<file path="src/rtl/rpip_pkg.sv">
package rpip_pkg;

    localparam int VALUE_WIDTH  = 64;
    localparam int RESULT_WIDTH = 64;
    localparam int PROD_WIDTH   = VALUE_WIDTH + 4;

    localparam logic [7:0] CH_MINUS  = 8'h2D;
    localparam logic [7:0] CH_ZERO   = 8'h30;
    localparam logic [7:0] CH_ONE    = 8'h31;
    localparam logic [7:0] CH_NINE   = 8'h39;
    localparam logic [7:0] CH_LOW_A  = 8'h61;
    localparam logic [7:0] CH_LOW_B  = 8'h62;
    localparam logic [7:0] CH_LOW_F  = 8'h66;
    localparam logic [7:0] CH_LOW_X  = 8'h78;
    localparam logic [7:0] CH_UP_A   = 8'h41;
    localparam logic [7:0] CH_UP_F   = 8'h46;
    localparam logic [7:0] CH_TAB    = 8'h09;
    localparam logic [7:0] CH_CR     = 8'h0D;
    localparam logic [7:0] CH_SPACE  = 8'h20;

    localparam logic [3:0] MAX_DEC_DIGIT = 4'd9;
    localparam logic [3:0] MAX_BIN_DIGIT = 4'd1;
    localparam logic [3:0] MAX_OCT_DIGIT = 4'd7;

    typedef enum logic [2:0] {
        PH_IDLE,
        PH_SIGN,
        PH_ZERO,
        PH_DIGITS,
        PH_DROP
    } t_phase;

    typedef enum logic [1:0] {
        RADIX_DEC = 2'd0,
        RADIX_BIN = 2'd1,
        RADIX_OCT = 2'd2,
        RADIX_HEX = 2'd3
    } t_radix;

    typedef enum logic [1:0] {
        ST_OK       = 2'd0,
        ST_BAD      = 2'd1,
        ST_OVERFLOW = 2'd2,
        ST_EMPTY    = 2'd3
    } t_status;

    function automatic logic is_space(input logic [7:0] ch);
        return (ch == CH_SPACE) || (ch >= CH_TAB && ch <= CH_CR);
    endfunction

    // Bit 4 is set when the character is not a hexadecimal digit at all.
    function automatic logic [4:0] hex_digit(input logic [7:0] ch);
        logic [7:0] d;
        d = 8'h00;
        if (ch >= CH_ZERO && ch <= CH_NINE) begin
            d = ch - CH_ZERO;
        end else if (ch >= CH_LOW_A && ch <= CH_LOW_F) begin
            d = ch - CH_LOW_A + 8'd10;
        end else if (ch >= CH_UP_A && ch <= CH_UP_F) begin
            d = ch - CH_UP_A + 8'd10;
        end else begin
            d = 8'h10;
        end
        return d[4:0];
    endfunction

    function automatic logic digit_fits(input logic [4:0] hd, input t_radix radix);
        logic fits;
        case (radix)
            RADIX_DEC: fits = !hd[4] && (hd[3:0] <= MAX_DEC_DIGIT);
            RADIX_BIN: fits = !hd[4] && (hd[3:0] <= MAX_BIN_DIGIT);
            RADIX_OCT: fits = !hd[4] && (hd[3:0] <= MAX_OCT_DIGIT);
            RADIX_HEX: fits = !hd[4];
            default:   fits = 1'b0;
        endcase
        return fits;
    endfunction

endpackage

</file>
<file path="src/rtl/rpip_char_if.sv">
interface rpip_char_if ();
    logic       valid;
    logic       ready;
    logic [7:0] char_in;

    modport source (output valid, output char_in, input ready);
    modport sink   (input valid, input char_in, output ready);
endinterface

</file>
<file path="src/rtl/rpip_result_if.sv">
interface rpip_result_if import rpip_pkg::*; ();
    logic                           valid;
    logic                           ready;
    logic signed [RESULT_WIDTH-1:0] value;
    logic [1:0]                     radix_code;
    logic [1:0]                     status;

    modport source (output valid, output value, output radix_code, output status, input ready);
    modport sink   (input valid, input value, input radix_code, input status, output ready);
endinterface

</file>
<file path="src/rtl/rpip_mac.sv">
module rpip_mac import rpip_pkg::*; (
    input  logic [VALUE_WIDTH-1:0] i_acc,
    input  t_radix                 i_radix,
    input  logic [3:0]             i_digit,
    input  logic                   i_minus,
    output logic [VALUE_WIDTH-1:0] o_acc,
    output logic                   o_over
);

    logic [PROD_WIDTH-1:0] w_ext;
    logic [PROD_WIDTH-1:0] w_prod;
    logic [PROD_WIDTH-1:0] w_sum;
    logic [PROD_WIDTH-1:0] w_limit;

    // The magnitude may reach 2^(VALUE_WIDTH-1) only when a minus sign was seen.
    assign w_ext   = PROD_WIDTH'(i_acc);
    assign w_limit = PROD_WIDTH'({1'b1, {(VALUE_WIDTH-1){1'b0}}})
                   - {{(PROD_WIDTH-1){1'b0}}, ~i_minus};

    always_comb begin
        case (i_radix)
            RADIX_DEC: w_prod = (w_ext << 3) + (w_ext << 1);
            RADIX_BIN: w_prod = w_ext << 1;
            RADIX_OCT: w_prod = w_ext << 3;
            RADIX_HEX: w_prod = w_ext << 4;
            default:   w_prod = w_ext;
        endcase
    end

    assign w_sum  = w_prod + {{(PROD_WIDTH-4){1'b0}}, i_digit};
    assign o_over = w_sum > w_limit;
    assign o_acc  = w_sum[VALUE_WIDTH-1:0];

endmodule

</file>
<file path="src/rtl/radix_prefixed_integer_parser_top.sv">
// Flow: an accepted item is held in the input register, and its result, if
// any, is written to the result register when the item leaves the input register.
// Throughput: one character item per cycle while results are not held back;
// the token state update is a single constant-base multiply-add and compare
// per character. Reset (synchronous, active low) empties both registers and
// returns the parser to idle with a cleared token.
module radix_prefixed_integer_parser_top import rpip_pkg::*; (
    input  logic           i_clk,
    input  logic           i_rst_n,
    rpip_char_if.sink      i_char,
    rpip_result_if.source  o_result
);

    logic       r_in_valid;
    logic [7:0] r_char;

    t_phase                 r_phase, n_phase;
    logic [VALUE_WIDTH-1:0] r_acc, n_acc;
    logic                   r_minus, n_minus;
    logic                   r_ovf, n_ovf;
    logic                   r_dseen, n_dseen;
    t_radix                 r_radix, n_radix;

    logic                           r_out_valid;
    logic signed [RESULT_WIDTH-1:0] r_out_value;
    t_radix                         r_out_radix;
    t_status                        r_out_status;

    logic                           w_can;
    logic                           w_adv;
    logic                           w_space;
    logic [4:0]                     w_hd;
    t_radix                         w_mac_radix;
    logic [VALUE_WIDTH-1:0]         w_mac_acc;
    logic                           w_mac_over;
    logic signed [VALUE_WIDTH-1:0]  w_signed;
    logic                           w_emit;
    logic signed [RESULT_WIDTH-1:0] w_emit_value;
    t_radix                         w_emit_radix;
    t_status                        w_emit_status;
    logic                           do_bad_now;

    assign w_can        = !r_out_valid || o_result.ready;
    assign w_adv        = r_in_valid && w_can;
    assign i_char.ready = !r_in_valid || w_can;

    assign w_space     = is_space(r_char);
    assign w_hd        = hex_digit(r_char);
    assign w_mac_radix = (r_phase == PH_ZERO) ? RADIX_OCT : r_radix;
    assign w_signed    = r_minus ? signed'(-r_acc) : signed'(r_acc);
    assign do_bad_now  = !digit_fits(w_hd, r_radix);

    rpip_mac u_mac (
        .i_acc   (r_acc),
        .i_radix (w_mac_radix),
        .i_digit (w_hd[3:0]),
        .i_minus (r_minus),
        .o_acc   (w_mac_acc),
        .o_over  (w_mac_over)
    );

    always_ff @(posedge i_clk) begin
        if (!i_rst_n) begin
            r_in_valid <= 1'b0;
        end else if (i_char.ready) begin
            r_in_valid <= i_char.valid;
        end
        if (i_char.ready && i_char.valid) begin
            r_char <= i_char.char_in;
        end
    end

    always_ff @(posedge i_clk) begin
        if (!i_rst_n) begin
            r_phase <= PH_IDLE;
            r_acc   <= '0;
            r_minus <= 1'b0;
            r_ovf   <= 1'b0;
            r_dseen <= 1'b0;
            r_radix <= RADIX_DEC;
        end else if (w_adv) begin
            r_phase <= n_phase;
            r_acc   <= n_acc;
            r_minus <= n_minus;
            r_ovf   <= n_ovf;
            r_dseen <= n_dseen;
            r_radix <= n_radix;
        end
    end

    always_comb begin
        logic do_clear;
        logic do_add;
        logic do_bad;
        t_radix bad_radix;

        do_clear      = 1'b0;
        do_add        = 1'b0;
        do_bad        = 1'b0;
        bad_radix     = r_radix;
        n_phase       = r_phase;
        n_radix       = r_radix;
        n_minus       = r_minus;
        w_emit        = 1'b0;
        w_emit_value  = '0;
        w_emit_radix  = r_radix;
        w_emit_status = ST_OK;

        case (r_phase)
            PH_SIGN: begin
                if (w_space) begin
                    do_clear      = 1'b1;
                    n_phase       = PH_IDLE;
                    w_emit        = 1'b1;
                    w_emit_radix  = RADIX_DEC;
                    w_emit_status = ST_EMPTY;
                end else if (r_char == CH_ZERO) begin
                    n_phase = PH_ZERO;
                end else if (r_char >= CH_ONE && r_char <= CH_NINE) begin
                    n_radix = RADIX_DEC;
                    do_add  = 1'b1;
                    n_phase = PH_DIGITS;
                end else begin
                    do_bad = 1'b1;
                end
            end
            PH_ZERO: begin
                if (w_space) begin
                    do_clear      = 1'b1;
                    n_phase       = PH_IDLE;
                    w_emit        = 1'b1;
                    w_emit_radix  = RADIX_OCT;
                    w_emit_status = ST_OK;
                end else if (r_char == CH_LOW_B) begin
                    n_radix = RADIX_BIN;
                    n_phase = PH_DIGITS;
                end else if (r_char == CH_LOW_X) begin
                    n_radix = RADIX_HEX;
                    n_phase = PH_DIGITS;
                end else if (digit_fits(w_hd, RADIX_OCT)) begin
                    n_radix = RADIX_OCT;
                    do_add  = 1'b1;
                    n_phase = PH_DIGITS;
                end else begin
                    do_bad    = 1'b1;
                    bad_radix = RADIX_OCT;
                end
            end
            PH_DIGITS: begin
                if (w_space) begin
                    do_clear     = 1'b1;
                    n_phase      = PH_IDLE;
                    w_emit       = 1'b1;
                    w_emit_radix = r_radix;
                    if (!r_dseen) begin
                        w_emit_status = ST_EMPTY;
                    end else if (r_ovf) begin
                        w_emit_status = ST_OVERFLOW;
                    end else begin
                        w_emit_status = ST_OK;
                        w_emit_value  = RESULT_WIDTH'(w_signed);
                    end
                end else if (digit_fits(w_hd, r_radix)) begin
                    do_add = 1'b1;
                end else begin
                    do_bad = 1'b1;
                end
            end
            PH_DROP: begin
                if (w_space) begin
                    n_phase = PH_IDLE;
                end
            end
            default: begin
                do_clear = 1'b1;
                n_phase  = PH_IDLE;
                if (w_space) begin
                    n_phase = PH_IDLE;
                end else if (r_char == CH_MINUS) begin
                    n_phase = PH_SIGN;
                end else if (r_char == CH_ZERO) begin
                    n_phase = PH_ZERO;
                end else if (r_char >= CH_ONE && r_char <= CH_NINE) begin
                    do_add  = 1'b1;
                    n_phase = PH_DIGITS;
                end else begin
                    do_bad    = 1'b1;
                    bad_radix = RADIX_DEC;
                end
            end
        endcase

        if (do_bad) begin
            do_clear      = 1'b1;
            n_phase       = PH_DROP;
            w_emit        = 1'b1;
            w_emit_value  = '0;
            w_emit_radix  = bad_radix;
            w_emit_status = ST_BAD;
        end

        n_acc   = r_acc;
        n_ovf   = r_ovf;
        n_dseen = r_dseen;
        if (do_clear) begin
            n_acc   = '0;
            n_minus = 1'b0;
            n_ovf   = 1'b0;
            n_dseen = 1'b0;
            n_radix = RADIX_DEC;
        end
        if (do_add) begin
            n_dseen = 1'b1;
            if (!r_ovf) begin
                if (w_mac_over) begin
                    n_ovf = 1'b1;
                end else begin
                    n_acc = w_mac_acc;
                end
            end
        end
        if (r_phase == PH_IDLE && !w_space && r_char == CH_MINUS) begin
            n_minus = 1'b1;
        end
    end

    always_ff @(posedge i_clk) begin
        if (!i_rst_n) begin
            r_out_valid <= 1'b0;
        end else if (w_can) begin
            r_out_valid <= r_in_valid && w_emit;
        end
        if (w_adv && w_emit) begin
            r_out_value  <= w_emit_value;
            r_out_radix  <= w_emit_radix;
            r_out_status <= w_emit_status;
        end
    end

    assign o_result.valid      = r_out_valid;
    assign o_result.value      = r_out_value;
    assign o_result.radix_code = r_out_radix;
    assign o_result.status     = r_out_status;

`ifndef NO_ASSERTIONS
    a_idle_token_clear: assert property (@(posedge i_clk) disable iff (!i_rst_n)
        (r_phase == PH_IDLE || r_phase == PH_DROP) |->
            (r_acc == '0 && !r_minus && !r_ovf && !r_dseen))
        else $error("Token state not cleared outside a token.");

    a_input_held: assert property (@(posedge i_clk) disable iff (!i_rst_n)
        (r_in_valid && !w_can) |=> (r_in_valid && $stable(r_char)))
        else $error("Waiting input item lost or changed.");

    a_overflow_sticky: assert property (@(posedge i_clk) disable iff (!i_rst_n)
        (w_adv && r_ovf && r_phase == PH_DIGITS && !w_space && !do_bad_now) |=> r_ovf)
        else $error("Overflow flag dropped inside a token.");

    a_error_value_zero: assert property (@(posedge i_clk) disable iff (!i_rst_n)
        (w_adv && w_emit && w_emit_status != ST_OK) |=> (r_out_value == '0))
        else $error("Failed token gave a non-zero value.");
`endif

endmodule
</file>
<file path="src/flat_wrapper.sv">
// flat-port wrapper written by rule: the top's interface ports become plain ports
module radix_prefixed_integer_parser_top_flat import rpip_pkg::*;
  (i_clk, i_rst_n, i_char_valid, i_char_char_in, i_char_ready, o_result_valid, o_result_value, o_result_radix_code, o_result_status, o_result_ready);
  rpip_char_if i_char_i ();
  rpip_result_if o_result_i ();
  input  logic i_clk;
  input  logic i_rst_n;
  input wire logic [$bits(i_char_i.valid)-1:0] i_char_valid;
  input wire logic [$bits(i_char_i.char_in)-1:0] i_char_char_in;
  output wire logic [$bits(i_char_i.ready)-1:0] i_char_ready;
  output wire logic [$bits(o_result_i.valid)-1:0] o_result_valid;
  output wire logic [$bits(o_result_i.value)-1:0] o_result_value;
  output wire logic [$bits(o_result_i.radix_code)-1:0] o_result_radix_code;
  output wire logic [$bits(o_result_i.status)-1:0] o_result_status;
  input wire logic [$bits(o_result_i.ready)-1:0] o_result_ready;
  assign i_char_i.valid = i_char_valid;
  assign i_char_i.char_in = i_char_char_in;
  assign i_char_ready = i_char_i.ready;
  assign o_result_valid = o_result_i.valid;
  assign o_result_value = o_result_i.value;
  assign o_result_radix_code = o_result_i.radix_code;
  assign o_result_status = o_result_i.status;
  assign o_result_i.ready = o_result_ready;
  radix_prefixed_integer_parser_top u_core (.i_clk(i_clk), .i_rst_n(i_rst_n), .i_char(i_char_i), .o_result(o_result_i));
endmodule
</file>
<file path="config.mk">
export PLATFORM = sky130hd
export DESIGN_NAME = radix_prefixed_integer_parser_top_flat
export DESIGN_NICKNAME = d
export VERILOG_FILES = /design/src/rtl/rpip_pkg.sv /design/src/rtl/rpip_char_if.sv /design/src/rtl/rpip_result_if.sv /design/src/rtl/rpip_mac.sv /design/src/rtl/radix_prefixed_integer_parser_top.sv /design/src/flat_wrapper.sv
export SDC_FILE = /design/constraint.sdc
export NUM_CORES = 1
export LEC_CHECK = 0
export BUFFER_PORTS_ARGS = -buffer_cell sky130_fd_sc_hd__buf_2
export CAP_MARGIN = 5
export CORE_MARGIN = 1.5
export CORE_UTILIZATION = 40
export DETAILED_ROUTE_END_ITERATION = 12
export GPL_ROUTABILITY_DRIVEN = 0
export GPL_TIMING_DRIVEN = 0
export PLACE_DENSITY = 0.63
export SLEW_MARGIN = 20
export SYNTH_ARGS = -nofsm -noshare
export SYNTH_HDL_FRONTEND = slang
export SYNTH_HIERARCHICAL = 1
export SYNTH_SLANG_ARGS = --single-unit
export TNS_END_PERCENT = 50
</file>
<file path="constraint.sdc">
create_clock -name i_clk -period 10.95 [get_ports i_clk]
set_input_delay 1.095 -clock i_clk [delete_from_list [all_inputs] [get_ports i_clk]]
set_output_delay 1.095 -clock i_clk [all_outputs]
set_load 0.005 [all_outputs]
</file>
==> flow_summary_export.csv <==
group,metric,value,unit
sta,maxSlewHeadroom,0.219,
sta,finalWorstSetupSlack,0.409,ns
power_and_ir_drop,p_seq_frac,0.482,
global_routing,grt_max_degree,37,
synthesis,synth_flop_cell,"edfxtp_1",
routing,viasPerCell,6.21,
hold_path,hp-class,"flip-flop to flip-flop",
synthesis,async_flop_share,0,
floorplan,die_height,205,um
synthesis,synth.distinct_cells,109,
cts,path_clk_slew,0.07,ns
synthesis,syn_nets,2173,
floorplan,dieArea,42000,um^2
synthesis,synth_top_family_by_area,"compound AO/OA/AOI/OAI gates",
critical_path,endpoint_kind,"flip-flop",
routing,routed_wl,55.5,mm
power_and_ir_drop,swShare,0.265,
sta,setup_violations,0,
finish,areaGrowthSynthToFinish,11.0,%
synthesis,synthCells,2024,
finish,diodes,0,
floorplan,start_util,0.408,
routing,route.detailed.drc,0,
floorplan,pin_count,82,
routing,ant_nets,0,
routing,wl_per_cell,20.8,um
synthesis,synthSimpleGateAreaFrac,0.234,
power_and_ir_drop,comb_power_share,0.058,
synthesis,ys_warn_count,6,
sta,tightest_slew,1.16,ns
synthesis,muxShareOfSynthArea,0.0406,
cts,htreeDepth,4,
floorplan,core_area,40000,um^2
place,dp_slack,-1.79,ns
run,maxCapViolations,0,
power_and_ir_drop,irDropWorstVdd,0.120,mV
critical_path,cp.arrival,10.90,ns
synthesis,syn_area,16300,um^2
sta,post-route-period-util,0.963,
synthesis,synth-seq-cells,150,
cts,root_buffer,"clkbuf_16",
critical_path,cpMaxStageDelayCell,"clkbuf_1",
finish,mostFrequentLayoutCells,"nand2_1 (194), nor2_1 (179), a21oi_1 (170)",
finish,utilization,0.453,
synthesis,syn_avg_cell_area,8.06,um^2
outcome,status,"completed",
sta,final-hold-violation-count,0,
finish,final_area,18100,um^2
finish,drive_gt1_frac,0.137,
global_routing,first_global_vias,15546,
place,post-dp-hpwl,43.0,mm
power_and_ir_drop,p_per_area,69.8,nW/um^2
synthesis,synth-edff-count,76,
critical_path,required,11.31,ns
sta,min_period,10.54,ns
cts,holdBufCountCts,0,
place,port_buffers,81,
sta,slew_violations,0,
critical_path,worst-path-buf-inv,5,
cts,clock_sinks,150,
critical_path,critPathMaxFanout,10,
cts,cts_tree,"built",
power_and_ir_drop,intPower,928,uW
routing,drt_iter0_drc,1488,
power_and_ir_drop,power.switching,335,uW
place,placed_area,17500,um^2
routing,dr.pass1.iters,6,
floorplan,die_x,205,um
critical_path,start_kind,"flip-flop",
power_and_ir_drop,power_leakage,7.16,nW
global_routing,antenna_found_initial,0,
global_routing,grt_first_pass_wirelength,86.4,mm
power_and_ir_drop,power_frac_clock,0.460,
synthesis,ys_seq_area_frac,0.231,
finish,final_common_cell,"nand2_1",
synthesis,post_synth_fa_ha_maj_area_fraction,0.106,
cts,clockBufferDepth,2,
critical_path,critPathMaxStageDelay,0.85,ns
critical_path,worst-setup-path-type,"flip-flop to flip-flop",
synthesis,synth_xor_area_frac,0.0880,
global_routing,grt.total_usage,0.264,
finish,nets,2275,
routing,vias,16553,
global_routing,grt-ovfl-total,0,
sta,fin_setup_tns,0,ns
critical_path,cp_top_family,"simple AND/OR/NAND/NOR gates",
power_and_ir_drop,finalPower,1.26,mW
sta,skew,0.00932,ns
sta,fmax,94.9,MHz
cts,cts_buffers,17,
floorplan,rows,73,
cts,clk_latency,0.47,ns
synthesis,synth-compound-area-share,0.258,
-- per-stage QoR --
stage	hold WS [ns]	instances
final	0.484	2664
after global routing	0.510	2664
after CTS	0.490	2666
after detailed placement	0.471	2633
after global placement	0.454	2630
after floorplan	0.437	2024
-- tightest hold or removal path: stages (launching register included) --
cell     delay [ns]
dfxtp_1        0.33
nand2_1        0.05
o21ai_0        0.06
-- routing by layer --
| metal | global-route usage | vias to the layer above | wire, um |
|---|---|---|---|
| met2 | 0.415 | 713 | 24700 |
| met5 | 0 | - | 0 |
| met3 | 0.0388 | 133 | 4100 |
| met4 | 0.144 | 0 | 2690 |
| met1 | 0.349 | 7875 | 24000 |
| li1 | - | 7832 | - |
-- cell type report --
cell class                      instances  area (um^2)
Timing Repair Buffer                   88          495
Sequential cell                       150         3770
Buffer                                111          517
Clock buffer                           17          425
Multi-Input combinational cell       1710        11900
Clock inverter                         15          134
Fill cell                            4056        21900
Inverter                               48          180
Tap cell                              525          657
-- flip-flops by register name, indices dropped and copies added, names as in the netlist --
signal                      cells
u_core/o_result.value          64
u_core/r_acc                   64
u_core/r_char                   8
u_core/r_phase                  3
u_core/o_result.radix_code      2
u_core/o_result.status          2
u_core/r_radix                  2
u_core/o_result.valid           1
u_core/r_dseen                  1
u_core/r_in_valid               1
u_core/r_minus                  1
u_core/r_ovf                    1
-- Yosys cell counts (all sizes together), types with 14 or more instances --
master / n / area (um^2)
dfxtp: 74 / 1480
o31ai: 35 / 287
a21oi: 171 / 860
xor2: 97 / 850
nor2b: 24 / 150
nand2: 195 / 734
a221oi: 16 / 164
a22o: 65 / 571
o41ai: 14 / 145
or2: 18 / 115
a21o: 32 / 240
nand3: 43 / 225
ha: 135 / 1690
clkbuf: 62 / 233
or4: 19 / 176
mux2i: 29 / 290
inv: 47 / 176
nor2: 184 / 693
or3: 36 / 258
xnor2: 67 / 587
a31oi: 15 / 93.8
edfxtp: 76 / 2280
nand4: 63 / 415
a211oi: 17 / 153
buf: 54 / 273
nor3: 56 / 315
mux2: 17 / 191
nor4: 16 / 136
o21ai: 146 / 738
nand2b: 20 / 125
-- power by group through the flow --
stage | Combinational, mW | Sequential, mW | Clock (mW)
after floorplan | 0.0372 | 0.625 | 0
after global placement | 0.0661 | 0.625 | 0
after detailed placement | 0.0706 | 0.622 | 0
after CTS | 0.0724 | 0.610 | 0.597
after global routing | 0.0803 | 0.611 | 0.622
final | 0.0727 | 0.609 | 0.582
-- final timing paths --
check,startpoint,end,slack [ns],cells past startpoint
min,u_core/r_dseen$_SDFFE_PN0P_,u_core/r_dseen$_SDFFE_PN0P_,0.48,2
max,u_core/r_phase[2]$_SDFFE_PN0P_,u_core/r_acc[47]$_SDFFE_PN0P_,0.41,39
min reg2reg,u_core/r_dseen$_SDFFE_PN0P_,u_core/r_dseen$_SDFFE_PN0P_,0.48,2
max reg2reg,u_core/r_phase[2]$_SDFFE_PN0P_,u_core/r_acc[47]$_SDFFE_PN0P_,0.41,39
-- timing repair --
action                                  4_1_cts  5_1_grt
buffers inserted                              4        0
endpoints found under the setup margin       65       64
pin swaps                                     2        0
resized for setup                            16       11
-- cells by family after synthesis --
group,after synthesis
and+or+nand+nor,731
adders and majority gates,137
DFF,150
buffers and inverters,164
muxes,54
AOI/OAI and AO/OA,624
xor gates and xnor gates,164
(Power assumes the default switching activity.)
